--- src/rtl/mrp_pkg.sv ---
`timescale 1ns / 1ps
// ----------------------------------------------------------------------------
// mrp_pkg: shared types and constants of the Modbus RTU request parser
// Function codes, frame limits, the job record passed from the front to the
// back, the result record and the CRC-16/MODBUS byte update.
// ----------------------------------------------------------------------------
package mrp_pkg;

  localparam int MaxFrameBytes = 256;
  localparam int PosW          = $clog2(MaxFrameBytes + 1);
  // Wide enough for byte positions and 7 + byte count + 1.
  localparam int CmpW          = (PosW > 10) ? PosW + 1 : 11;

  localparam int JobDepth = 4;

  localparam logic [7:0] FnReadFirst  = 8'd1;
  localparam logic [7:0] FnReadLast   = 8'd4;
  localparam logic [7:0] FnWriteCoil  = 8'd5;
  localparam logic [7:0] FnWriteReg   = 8'd6;
  localparam logic [7:0] FnWriteCoils = 8'd15;
  localparam logic [7:0] FnWriteRegs  = 8'd16;

  localparam logic [7:0] CoilOnByte = 8'hFF;

  localparam logic [15:0] CrcInit = 16'hFFFF;
  localparam logic [15:0] CrcPoly = 16'hA001;

  localparam logic [1:0] StatusOk        = 2'd0;
  localparam logic [1:0] StatusMalformed = 2'd1;
  localparam logic [1:0] StatusCrcError  = 2'd2;

  localparam logic KindCell    = 1'b0;
  localparam logic KindSummary = 1'b1;

  // One job per input byte that produces results.
  typedef struct packed {
    logic [7:0]  slave;
    logic [7:0]  func;
    logic [15:0] addr;
    logic [15:0] qty;
    logic [3:0]  cell_cnt;   // cells to emit, 0..8
    logic        coil_bits;  // value[7:0] holds one coil per bit
    logic [15:0] base_idx;
    logic [15:0] value;
    logic        summary;
    logic [1:0]  status;
    logic [15:0] cell_total;
  } mrp_job_t;

  typedef struct packed {
    logic        kind;
    logic [7:0]  slave;
    logic [7:0]  func;
    logic [15:0] addr;
    logic [15:0] qty;
    logic [15:0] idx;
    logic [15:0] value;
    logic [1:0]  status;
    logic        last;
  } mrp_result_t;

  function automatic logic [15:0] crc16_byte(input logic [15:0] crc, input logic [7:0] b);
    logic [15:0] c;
    c = crc ^ {8'h00, b};
    for (int k = 0; k < 8; k++) begin
      c = c[0] ? ((c >> 1) ^ CrcPoly) : (c >> 1);
    end
    return c;
  endfunction

endpackage

--- src/rtl/mrp_front.sv ---
`timescale 1ns / 1ps
// ----------------------------------------------------------------------------
// mrp_front: byte parser
// Tracks the frame position, header fields, CRC and errors, and turns each
// accepted byte into at most one job for the back end.
// ----------------------------------------------------------------------------
module mrp_front (
  input  logic             clk_i,
  input  logic             rst_ni,
  input  logic             accept_i,
  input  logic [7:0]       data_byte_i,
  input  logic             frame_last_i,
  input  logic             cfg_we_i,
  input  logic             cfg_data_i,
  output logic             job_valid_o,
  output mrp_pkg::mrp_job_t job_o
);

  logic [mrp_pkg::PosW-1:0] pos_q, pos_d;
  logic [7:0]  slave_q, slave_d, func_q, func_d, bc_q, bc_d, pend_q, pend_d;
  logic [7:0]  crc_low_q, crc_low_d;
  logic [15:0] addr_q, addr_d, qty_q, qty_d, cells_q, cells_d, crc_q, crc_d;
  logic [1:0]  err_q, err_d;
  logic        crc_en_q;

  logic                     fixed_c, multi_c, fixed_n, multi_n, in_range, body;
  logic [mrp_pkg::CmpW-1:0] p_x, crc_pos, off, len_x, crc_pos_n;
  logic [15:0]              base, w;
  logic [16:0]              rem, need;
  logic [17:0]              need_end;
  logic [1:0]               status;

  always_comb begin
    pos_d     = pos_q;
    slave_d   = slave_q;
    func_d    = func_q;
    addr_d    = addr_q;
    qty_d     = qty_q;
    bc_d      = bc_q;
    pend_d    = pend_q;
    cells_d   = cells_q;
    crc_d     = crc_q;
    crc_low_d = crc_low_q;
    err_d     = err_q;
    job_o     = '0;

    fixed_c  = (func_q >= mrp_pkg::FnReadFirst) && (func_q <= mrp_pkg::FnWriteReg);
    multi_c  = (func_q == mrp_pkg::FnWriteCoils) || (func_q == mrp_pkg::FnWriteRegs);
    p_x      = mrp_pkg::CmpW'(pos_q);
    crc_pos  = multi_c ? (mrp_pkg::CmpW'(7) + mrp_pkg::CmpW'(bc_q)) : mrp_pkg::CmpW'(6);
    in_range = p_x < mrp_pkg::CmpW'(mrp_pkg::MaxFrameBytes);
    body     = multi_c ? (p_x < crc_pos) : (fixed_c ? (p_x < mrp_pkg::CmpW'(6)) : 1'b1);
    off      = p_x - mrp_pkg::CmpW'(7);
    base     = 16'({off, 3'b000});
    rem      = {1'b0, qty_q} - {1'b0, base};
    w        = {pend_q, data_byte_i};

    if (in_range) begin
      if (body) begin
        crc_d = mrp_pkg::crc16_byte(crc_q, data_byte_i);
      end else if (p_x == crc_pos) begin
        crc_low_d = data_byte_i;
      end else if (p_x == crc_pos + mrp_pkg::CmpW'(1)) begin
        if ({data_byte_i, crc_low_q} != crc_q) begin
          err_d[1] = 1'b1;
        end
      end

      case (p_x)
        mrp_pkg::CmpW'(0): begin
          slave_d = data_byte_i;
        end
        mrp_pkg::CmpW'(1): begin
          func_d = data_byte_i;
          if (data_byte_i == mrp_pkg::FnWriteCoil || data_byte_i == mrp_pkg::FnWriteReg) begin
            qty_d = 16'd1;
          end
        end
        mrp_pkg::CmpW'(2): begin
          addr_d[15:8] = data_byte_i;
        end
        mrp_pkg::CmpW'(3): begin
          addr_d[7:0] = data_byte_i;
        end
        mrp_pkg::CmpW'(4): begin
          pend_d = data_byte_i;
          if (func_q == mrp_pkg::FnWriteCoil) begin
            job_o.cell_cnt = 4'd1;
            job_o.value    = {15'd0, data_byte_i == mrp_pkg::CoilOnByte};
            cells_d        = 16'd1;
          end
        end
        mrp_pkg::CmpW'(5): begin
          if ((func_q >= mrp_pkg::FnReadFirst && func_q <= mrp_pkg::FnReadLast) || multi_c) begin
            qty_d = w;
          end else if (func_q == mrp_pkg::FnWriteReg) begin
            job_o.cell_cnt = 4'd1;
            job_o.value    = w;
            cells_d        = 16'd1;
          end
        end
        mrp_pkg::CmpW'(6): begin
          if (multi_c) begin
            bc_d = data_byte_i;
          end
        end
        default: begin
          if (multi_c && (p_x < crc_pos)) begin
            if (func_q == mrp_pkg::FnWriteCoils) begin
              if (!rem[16] && (rem != 17'd0)) begin
                job_o.cell_cnt  = (rem >= 17'd8) ? 4'd8 : rem[3:0];
                job_o.coil_bits = 1'b1;
                job_o.base_idx  = base;
                job_o.value     = {8'h00, data_byte_i};
                cells_d         = base + 16'(job_o.cell_cnt);
              end
            end else if (!off[0]) begin
              pend_d = data_byte_i;
            end else if (16'(off[mrp_pkg::CmpW-1:1]) < qty_q) begin
              job_o.cell_cnt = 4'd1;
              job_o.base_idx = 16'(off[mrp_pkg::CmpW-1:1]);
              job_o.value    = w;
              cells_d        = 16'(off[mrp_pkg::CmpW-1:1]) + 16'd1;
            end
          end
        end
      endcase
      pos_d = pos_q + mrp_pkg::PosW'(1);
    end

    // Byte count check: taken at byte 6, with the quantity already final.
    fixed_n = (func_d >= mrp_pkg::FnReadFirst) && (func_d <= mrp_pkg::FnWriteReg);
    multi_n = (func_d == mrp_pkg::FnWriteCoils) || (func_d == mrp_pkg::FnWriteRegs);
    need    = (func_d == mrp_pkg::FnWriteCoils) ? ((17'(qty_d) + 17'd7) >> 3) : {qty_d, 1'b0};
    if (in_range && (p_x == mrp_pkg::CmpW'(6)) && multi_c && (need > 17'(data_byte_i))) begin
      err_d[0] = 1'b1;
    end

    // Frame summary, built from the state as this byte leaves it.
    len_x     = mrp_pkg::CmpW'(pos_d);
    crc_pos_n = multi_n ? (mrp_pkg::CmpW'(7) + mrp_pkg::CmpW'(bc_d)) : mrp_pkg::CmpW'(6);
    need_end  = 18'd7 + 18'(need);
    status    = mrp_pkg::StatusOk;
    if (fixed_n) begin
      if (len_x < mrp_pkg::CmpW'(6)) begin
        status = mrp_pkg::StatusMalformed;
      end
    end else if (multi_n) begin
      if ((len_x < mrp_pkg::CmpW'(7)) || err_d[0] || (18'(len_x) < need_end)) begin
        status = mrp_pkg::StatusMalformed;
      end
    end else begin
      status = mrp_pkg::StatusMalformed;
    end
    if ((status == mrp_pkg::StatusOk) && crc_en_q) begin
      if (len_x < crc_pos_n + mrp_pkg::CmpW'(2)) begin
        status = mrp_pkg::StatusMalformed;
      end else if (err_d[1]) begin
        status = mrp_pkg::StatusCrcError;
      end
    end

    job_o.slave      = slave_d;
    job_o.func       = func_d;
    job_o.addr       = addr_d;
    job_o.qty        = qty_d;
    job_o.summary    = frame_last_i;
    job_o.status     = status;
    job_o.cell_total = cells_d;
    job_valid_o      = (job_o.cell_cnt != 4'd0) || frame_last_i;

    // Drop all frame state after the last byte.
    if (frame_last_i) begin
      pos_d     = '0;
      slave_d   = '0;
      func_d    = '0;
      addr_d    = '0;
      qty_d     = '0;
      bc_d      = '0;
      pend_d    = '0;
      cells_d   = '0;
      crc_d     = mrp_pkg::CrcInit;
      crc_low_d = '0;
      err_d     = '0;
    end
  end

  always_ff @(posedge clk_i or negedge rst_ni) begin
    if (!rst_ni) begin
      pos_q     <= '0;
      slave_q   <= '0;
      func_q    <= '0;
      addr_q    <= '0;
      qty_q     <= '0;
      bc_q      <= '0;
      pend_q    <= '0;
      cells_q   <= '0;
      crc_q     <= mrp_pkg::CrcInit;
      crc_low_q <= '0;
      err_q     <= '0;
      crc_en_q  <= 1'b1;
    end else begin
      if (accept_i) begin
        pos_q     <= pos_d;
        slave_q   <= slave_d;
        func_q    <= func_d;
        addr_q    <= addr_d;
        qty_q     <= qty_d;
        bc_q      <= bc_d;
        pend_q    <= pend_d;
        cells_q   <= cells_d;
        crc_q     <= crc_d;
        crc_low_q <= crc_low_d;
        err_q     <= err_d;
      end
      if (cfg_we_i) begin
        crc_en_q <= cfg_data_i;
      end
    end
  end

endmodule

--- src/rtl/mrp_job_fifo.sv ---
`timescale 1ns / 1ps
// ----------------------------------------------------------------------------
// mrp_job_fifo: job queue between parser and result generator
// Small register queue; lets the parser run ahead of the result side.
// ----------------------------------------------------------------------------
module mrp_job_fifo (
  input  logic              clk_i,
  input  logic              rst_ni,
  input  logic              wr_i,
  input  mrp_pkg::mrp_job_t wr_data_i,
  output logic              full_o,
  input  logic              rd_i,
  output logic              valid_o,
  output mrp_pkg::mrp_job_t rd_data_o
);

  localparam int PtrW = $clog2(mrp_pkg::JobDepth);
  localparam int CntW = $clog2(mrp_pkg::JobDepth + 1);

  mrp_pkg::mrp_job_t mem_q [mrp_pkg::JobDepth];
  logic [PtrW-1:0]   wr_ptr_q, rd_ptr_q;
  logic [CntW-1:0]   cnt_q;
  logic              do_wr, do_rd;

  assign full_o    = (cnt_q == CntW'(mrp_pkg::JobDepth));
  assign valid_o   = (cnt_q != '0);
  assign rd_data_o = mem_q[rd_ptr_q];
  assign do_wr     = wr_i && !full_o;
  assign do_rd     = rd_i && valid_o;

  always_ff @(posedge clk_i) begin
    if (do_wr) begin
      mem_q[wr_ptr_q] <= wr_data_i;
    end
  end

  always_ff @(posedge clk_i or negedge rst_ni) begin
    if (!rst_ni) begin
      wr_ptr_q <= '0;
      rd_ptr_q <= '0;
      cnt_q    <= '0;
    end else begin
      if (do_wr) begin
        wr_ptr_q <= (wr_ptr_q == PtrW'(mrp_pkg::JobDepth - 1)) ? '0 : wr_ptr_q + PtrW'(1);
      end
      if (do_rd) begin
        rd_ptr_q <= (rd_ptr_q == PtrW'(mrp_pkg::JobDepth - 1)) ? '0 : rd_ptr_q + PtrW'(1);
      end
      case ({do_wr, do_rd})
        2'b10:   cnt_q <= cnt_q + CntW'(1);
        2'b01:   cnt_q <= cnt_q - CntW'(1);
        default: cnt_q <= cnt_q;
      endcase
    end
  end

endmodule

--- src/rtl/mrp_back.sv ---
`timescale 1ns / 1ps
// ----------------------------------------------------------------------------
// mrp_back: result generator
// Expands the head job into its cells, then any frame summary, one result per
// cycle when not stalled; each is held in an output register until popped.
// ----------------------------------------------------------------------------
module mrp_back (
  input  logic                 clk_i,
  input  logic                 rst_ni,
  input  logic                 job_valid_i,
  input  mrp_pkg::mrp_job_t    job_i,
  output logic                 job_pop_o,
  output logic                 empty_o,
  input  logic                 pop_i,
  output mrp_pkg::mrp_result_t res_o
);

  logic [3:0]           step_q;
  logic                 out_valid_q;
  mrp_pkg::mrp_result_t out_q, res_d;
  logic                 adv, gen, is_cell;

  assign adv     = !out_valid_q || pop_i;
  assign gen     = adv && job_valid_i;
  assign is_cell = step_q < job_i.cell_cnt;

  always_comb begin
    res_d.kind   = is_cell ? mrp_pkg::KindCell : mrp_pkg::KindSummary;
    res_d.slave  = job_i.slave;
    res_d.func   = job_i.func;
    res_d.addr   = job_i.addr;
    res_d.qty    = job_i.qty;
    res_d.idx    = is_cell ? (job_i.base_idx + 16'(step_q)) : job_i.cell_total;
    res_d.value  = '0;
    res_d.status = mrp_pkg::StatusOk;
    res_d.last   = 1'b1;
    if (is_cell) begin
      res_d.value = job_i.coil_bits ? {15'd0, job_i.value[step_q[2:0]]} : job_i.value;
      res_d.last  = (step_q == job_i.cell_cnt - 4'd1) && !job_i.summary;
    end else begin
      res_d.status = job_i.status;
    end
  end

  assign job_pop_o = gen && res_d.last;
  assign empty_o   = !out_valid_q;
  assign res_o     = out_q;

  always_ff @(posedge clk_i) begin
    if (gen) begin
      out_q <= res_d;
    end
  end

  always_ff @(posedge clk_i or negedge rst_ni) begin
    if (!rst_ni) begin
      step_q      <= '0;
      out_valid_q <= 1'b0;
    end else begin
      if (adv) begin
        out_valid_q <= job_valid_i;
      end
      if (gen) begin
        step_q <= res_d.last ? 4'd0 : step_q + 4'd1;
      end
    end
  end

endmodule

--- src/rtl/modbus_rtu_request_parser.sv ---
`timescale 1ns / 1ps
// ----------------------------------------------------------------------------
// modbus_rtu_request_parser: Modbus RTU request frame parser
// Parses request frames byte by byte, emits one result per written coil or
// register and a status summary at each frame end.
// ----------------------------------------------------------------------------
//
// Channel   Direction  Handshake                Beat
// input     in         push / full              data_byte_i, frame_last_i
// result    out        empty / pop              result_kind_o .. last_in_run_o
// config    in         cfg_valid_i / cfg_ready_o  cfg_data_i (crc_check_enable)
//
// The parser front takes one byte per cycle; each byte yields at most one job
// into a four-entry queue. The back end drains one result per cycle while its
// output is popped, so a byte yields 0 to 9 results (a coil data byte with the
// frame end gives eight cells plus a summary). Reset clears the frame state,
// loads the CRC with 0xFFFF and turns the CRC check on. full stalls input only
// when the job queue is full; a held result never blocks parsing until then.
module modbus_rtu_request_parser (
  input  logic        clk_i,
  input  logic        rst_ni,
  // byte input
  input  logic        push,
  output logic        full,
  input  logic [7:0]  data_byte_i,
  input  logic        frame_last_i,
  // results
  output logic        empty,
  input  logic        pop,
  output logic        result_kind_o,
  output logic [7:0]  slave_address_o,
  output logic [7:0]  function_number_o,
  output logic [15:0] start_address_o,
  output logic [15:0] quantity_o,
  output logic [15:0] value_index_o,
  output logic [15:0] cell_value_o,
  output logic [1:0]  frame_status_o,
  output logic        last_in_run_o,
  // configuration
  input  logic        cfg_valid_i,
  output logic        cfg_ready_o,
  input  logic        cfg_data_i
);

  mrp_pkg::mrp_job_t    front_job, head_job;
  mrp_pkg::mrp_result_t res;
  logic                 front_job_valid, q_full, q_valid, q_pop, in_beat;

  // Accept a byte whenever the queue has room for the job it may make.
  assign full        = q_full;
  assign in_beat     = push && !q_full;
  assign cfg_ready_o = 1'b1;

  mrp_front u_front (
    .clk_i        (clk_i),
    .rst_ni       (rst_ni),
    .accept_i     (in_beat),
    .data_byte_i  (data_byte_i),
    .frame_last_i (frame_last_i),
    .cfg_we_i     (cfg_valid_i),
    .cfg_data_i   (cfg_data_i),
    .job_valid_o  (front_job_valid),
    .job_o        (front_job)
  );

  // Bytes that produce no result leave nothing in the queue.
  mrp_job_fifo u_job_fifo (
    .clk_i     (clk_i),
    .rst_ni    (rst_ni),
    .wr_i      (in_beat && front_job_valid),
    .wr_data_i (front_job),
    .full_o    (q_full),
    .rd_i      (q_pop),
    .valid_o   (q_valid),
    .rd_data_o (head_job)
  );

  mrp_back u_back (
    .clk_i       (clk_i),
    .rst_ni      (rst_ni),
    .job_valid_i (q_valid),
    .job_i       (head_job),
    .job_pop_o   (q_pop),
    .empty_o     (empty),
    .pop_i       (pop),
    .res_o       (res)
  );

  assign result_kind_o     = res.kind;
  assign slave_address_o   = res.slave;
  assign function_number_o = res.func;
  assign start_address_o   = res.addr;
  assign quantity_o        = res.qty;
  assign value_index_o     = res.idx;
  assign cell_value_o      = res.value;
  assign frame_status_o    = res.status;
  assign last_in_run_o     = res.last;

endmodule
--- config.mk ---
export PLATFORM = sky130hd
export DESIGN_NAME = modbus_rtu_request_parser
export DESIGN_NICKNAME = d
export VERILOG_FILES = /design/src/rtl/mrp_pkg.sv /design/src/rtl/mrp_front.sv /design/src/rtl/mrp_job_fifo.sv /design/src/rtl/mrp_back.sv /design/src/rtl/modbus_rtu_request_parser.sv
export SDC_FILE = /design/constraint.sdc
export NUM_CORES = 1
export LEC_CHECK = 0
export BUFFER_PORTS_ARGS = -buffer_cell sky130_fd_sc_hd__buf_2
export CORE_MARGIN = 3
export CORE_UTILIZATION = 60
export DETAILED_ROUTE_END_ITERATION = 10
export PLACE_DENSITY_LB_ADDON = 0.15
export SYNTH_ARGS = -nofsm -noshare
export SYNTH_HDL_FRONTEND = slang
export SYNTH_SLANG_ARGS = --single-unit
--- constraint.sdc ---
create_clock -name clk_i -period 13.8 [get_ports clk_i]
set_input_delay 0.69 -clock clk_i [delete_from_list [all_inputs] [get_ports clk_i]]
set_output_delay 0.69 -clock clk_i [all_outputs]
set_load 0.01 [all_outputs]
==> impl_metrics.env <==
export IMPL_outcome="finished clean"
export IMPL_dp_hpwl_um=51100
export IMPL_routed_via_density=6.37
export IMPL_fp_coreArea_mm2=0.0481
export IMPL_syn2layout_area_growth_pct=11.0
export IMPL_synth_edf_count=488
export IMPL_path_clk_slew_ns=0.08
export IMPL_antenna_cells=0
export IMPL_antenna_found_initial=0
export IMPL_rr_startpoint="u_front.pos_q[0]"
export IMPL_power_switching_uw=2170
export IMPL_synthXorXnorAreaFrac_pct=3.53
export IMPL_fin_tns_setup_ns=0
export IMPL_worst_setup_path_end_kind="flop"
export IMPL_clockRootBuffer="clkbuf_16"
export IMPL_worstPathCellList="ha_1 -> and2_1 -> nor4_1 -> xnor2_1 -> ha_1 -> or3_1 -> o21bai_1 -> a31o_2 -> a21o_1 -> a211o_1 -> a211oi_1 -> and2_1 -> nand3_1 -> a31oi_1 -> o31a_1 -> and2_4 -> buf_4"
export IMPL_grt_pass1_vias=19500
export IMPL_path_max_fanout=56
export IMPL_r2r_cells=17
export IMPL_synthArstFlopShare_pct=20.8
export IMPL_yosysWarnings=0
export IMPL_grt_max_degree=82
export IMPL_clkSinkCount=616
export IMPL_tightest_slew_ns=1.29
export IMPL_start_util_pct=61.3
export IMPL_final_common_cell="edfxtp_1"
export IMPL_overflow=0
export IMPL_post_cts_setup_buffers=0
export IMPL_ctsHtreeMaxLevel=2
export IMPL_hold_ws_ns=0.0914
export IMPL_fill_cells=3335
export IMPL_combPwrFrac_pct=30.9
export IMPL_avgSynthCellArea_um2=13.2
export IMPL_tritoncts="done"
export IMPL_synth_area_mux_share_pct=9.68
export IMPL_start_kind="flop"
export IMPL_fmax_mhz=140
export IMPL_cts_made_buffers=60
export IMPL_crit_required_ns=14.05
export IMPL_p_int_uw=4360
export IMPL_wire_per_inst_um=24.7
export IMPL_min_period_ns=7.14
export IMPL_crit_start="u_front.pos_q[0]"
export IMPL_slew_viol_final=0
export IMPL_synth_yosys_seq_area_share_pct=60.6
export IMPL_p_per_area_mw_per_mm2=199
export IMPL_fin_nets=2422
export IMPL_synth_cells=2240
export IMPL_synth_cell_type_count=86
export IMPL_worst_slack_ns=6.66
export IMPL_period_share_pct=51.7
export IMPL_yosysTopAreaCellShare_pct=49.6
export IMPL_drt_iter0_markers=1984
export IMPL_netlist_area_mm2=0.0295
export IMPL_drive_gt1_share_pct=17.0
export IMPL_die_h_um=228
export IMPL_synth_area_top_cells="edfxtp_1 (50%), dfrtp_1 (9.4%), mux4_2 (7.9%)"
export IMPL_io_pins=102
export IMPL_yosysTopAreaCell="edfxtp_1"
export IMPL_rsz0062_at_grt="false"
export IMPL_ys_flop_type="edfxtp_1"
export IMPL_hold_violations=0
export IMPL_clk_latency_ns=0.65
export IMPL_hold_buffers=0
export IMPL_routed_wl_um=75000
export IMPL_sw_frac_of_total_pct=33.2
export IMPL_clkPwrFrac_pct=26.2
export IMPL_slowest_delay_ns=0.78
export IMPL_finalSetupViolCount=0
export IMPL_yosys_area_share_simple_pct=10.6
export IMPL_worstSetupPathType="reg -> reg"
export IMPL_first_pass_iters=8
export IMPL_mostFrequentLayoutCells="edfxtp_1 (488), nand2_1 (212), o21ai_0 (153), nor2_1 (136), dfrtp_1 (109)"
export IMPL_finalPower_uw=6530
export IMPL_synth_compound_area_share_pct=9.47
export IMPL_arrival_ns=7.39
export IMPL_portBuffers=100
export IMPL_ir_worst_vdd_uv=168
export IMPL_synth_top_family_by_area="simple AND/OR/NAND/NOR gates"
export IMPL_drc=0
export IMPL_hold_path_class="in -> async"
export IMPL_antenna_left=0
export IMPL_slowest_stage="buf_4"
export IMPL_skew_ns=0.0625
export IMPL_relSlewSlack_pct=14.1
export IMPL_grt_usage_pct=29.1
export IMPL_fp_dieW_um=228
export IMPL_cts_resized_gates=0
export IMPL_post_place_ws_ns=6.72
export IMPL_ys_ff_latch=616
export IMPL_num_vias=19300
export IMPL_grt_pass1_wl_um=117000
export IMPL_synth_net_count=2338
export IMPL_yosys_area_share_adder_pct=3.59
export IMPL_drv_cap=0
export IMPL_place_congestion=0.995
export IMPL_cts_buffer_depth=3
export IMPL_p_leak_uw=0.0122
export IMPL_placementRows=80
export IMPL_power_frac_seq_pct=42.9
export IMPL_die_area_mm2=0.0519
==> cells in the mapped netlist (all sizes together), types with 8 or more instances <==
master / number
edfxtp: 488
nand2: 212
o21ai: 158
nor2: 137
dfrtp: 111
mux4: 103
inv: 84
xnor2: 82
ha: 80
clkbuf: 79
a21oi: 69
and2: 55
nand3: 42
nor3: 39
xor2: 37
a22o: 36
nor2b: 28
buf: 27
mux2: 27
nand2b: 27
mux2i: 23
nand4: 22
a21o: 20
o22ai: 18
a31oi: 17
and3: 17
dfstp: 17
o21a: 16
nor4: 14
or4: 11
a211oi: 10
or3: 10
nor3b: 9
o31ai: 9
a21boi: 8
==> final timing paths <==
kind,endpoint,slack [ns]
max reg2reg,u_job_fifo.mem_q[3][68],6.66
max,u_job_fifo.mem_q[3][68],6.66
min,u_front.addr_q[14],0.09
max in group asynchronous,u_front.func_q[3],12.45
min in group clk_i,u_back.out_valid_q,0.25
min reg2reg,u_front.cells_q[6],0.49
==> worst max-delay path: cells and delay by family, from the launching register on <==
family | cells | cell delay (ns)
AOI/OAI and AO/OA | 7 | 2.05
buffers and inverters | 1 | 0.78
adders and majority gates | 2 | 0.75
DFF | 1 | 0.57
xor gates and xnor gates | 1 | 0.35
and+or+nand+nor | 6 | 2.13
==> cell type report <==
cell class / count / area [um2] / share of cell area (%)
clock buffers: 75 / 1670 / 5.10
well taps: 656 / 821 / 2.51
flip-flops and latches: 616 / 17900 / 54.6
repair buffers: 128 / 717 / 2.19
inverters: 85 / 322 / 0.981
clock inverters: 39 / 425 / 1.30
multi-input cells: 1433 / 10900 / 33.3
==> registers in the layout, summed over array words and instances, names as in the netlist <==
name,flops
u_back.res_o,84
u_job_fifo.cnt_q,3
u_front.pos_q,9
u_front.func_q,8
u_front.bc_q,8
u_front.addr_q,16
u_front.err_q,2
u_front.crc_q,16
u_front.cells_q,16
u_front.crc_low_q,8
u_job_fifo.wr_ptr_q,2
u_job_fifo.rd_ptr_q,2
u_front.pend_q,8
u_back.out_valid_q,1
u_job_fifo.mem_q,404
u_front.crc_en_q,1
u_front.qty_q,16
u_front.slave_q,8
u_back.step_q,4
==> stage by stage <==
step | std cells | cell area, um2 | utilization, %
CTS | 3032 | 32800 | 68.1
floorplan | 2240 | 29500 | -
detailed placement | 2918 | 30700 | 63.7
finish | 3032 | 32800 | 68.1
global route | 3032 | 32800 | 68.1
global placement | 2918 | 30700 | 63.7
==> metal layers <==
metal  track usage [%]  vias to the layer above  wire length [um]
li1                  -                     8606                 -
met1              42.2                     9738             31900
met2              46.3                      830             35600
met3              4.14                      144              5510
met4              9.21                        0              2090
met5                 0                        -                 0
==> power by group through the flow <==
stage               clock [uW]  sequential (uW)  combinational [uW]
global placement             0             2810                1970
global route              1810             2840                2210
finish                    1710             2800                2010
floorplan                    0             2770                1410
CTS                       1740             2800                2030
detailed placement           0             2830                2020
==> cells by family after synthesis <==
family	count (synthesis)
AOI/OAI and AO/OA	435
xor gates and xnor gates	119
adders and majority gates	83
buffers and inverters	191
DFF	616
muxes	153
other	1
and+or+nand+nor	642
Power figures use the tool's default switching activity.
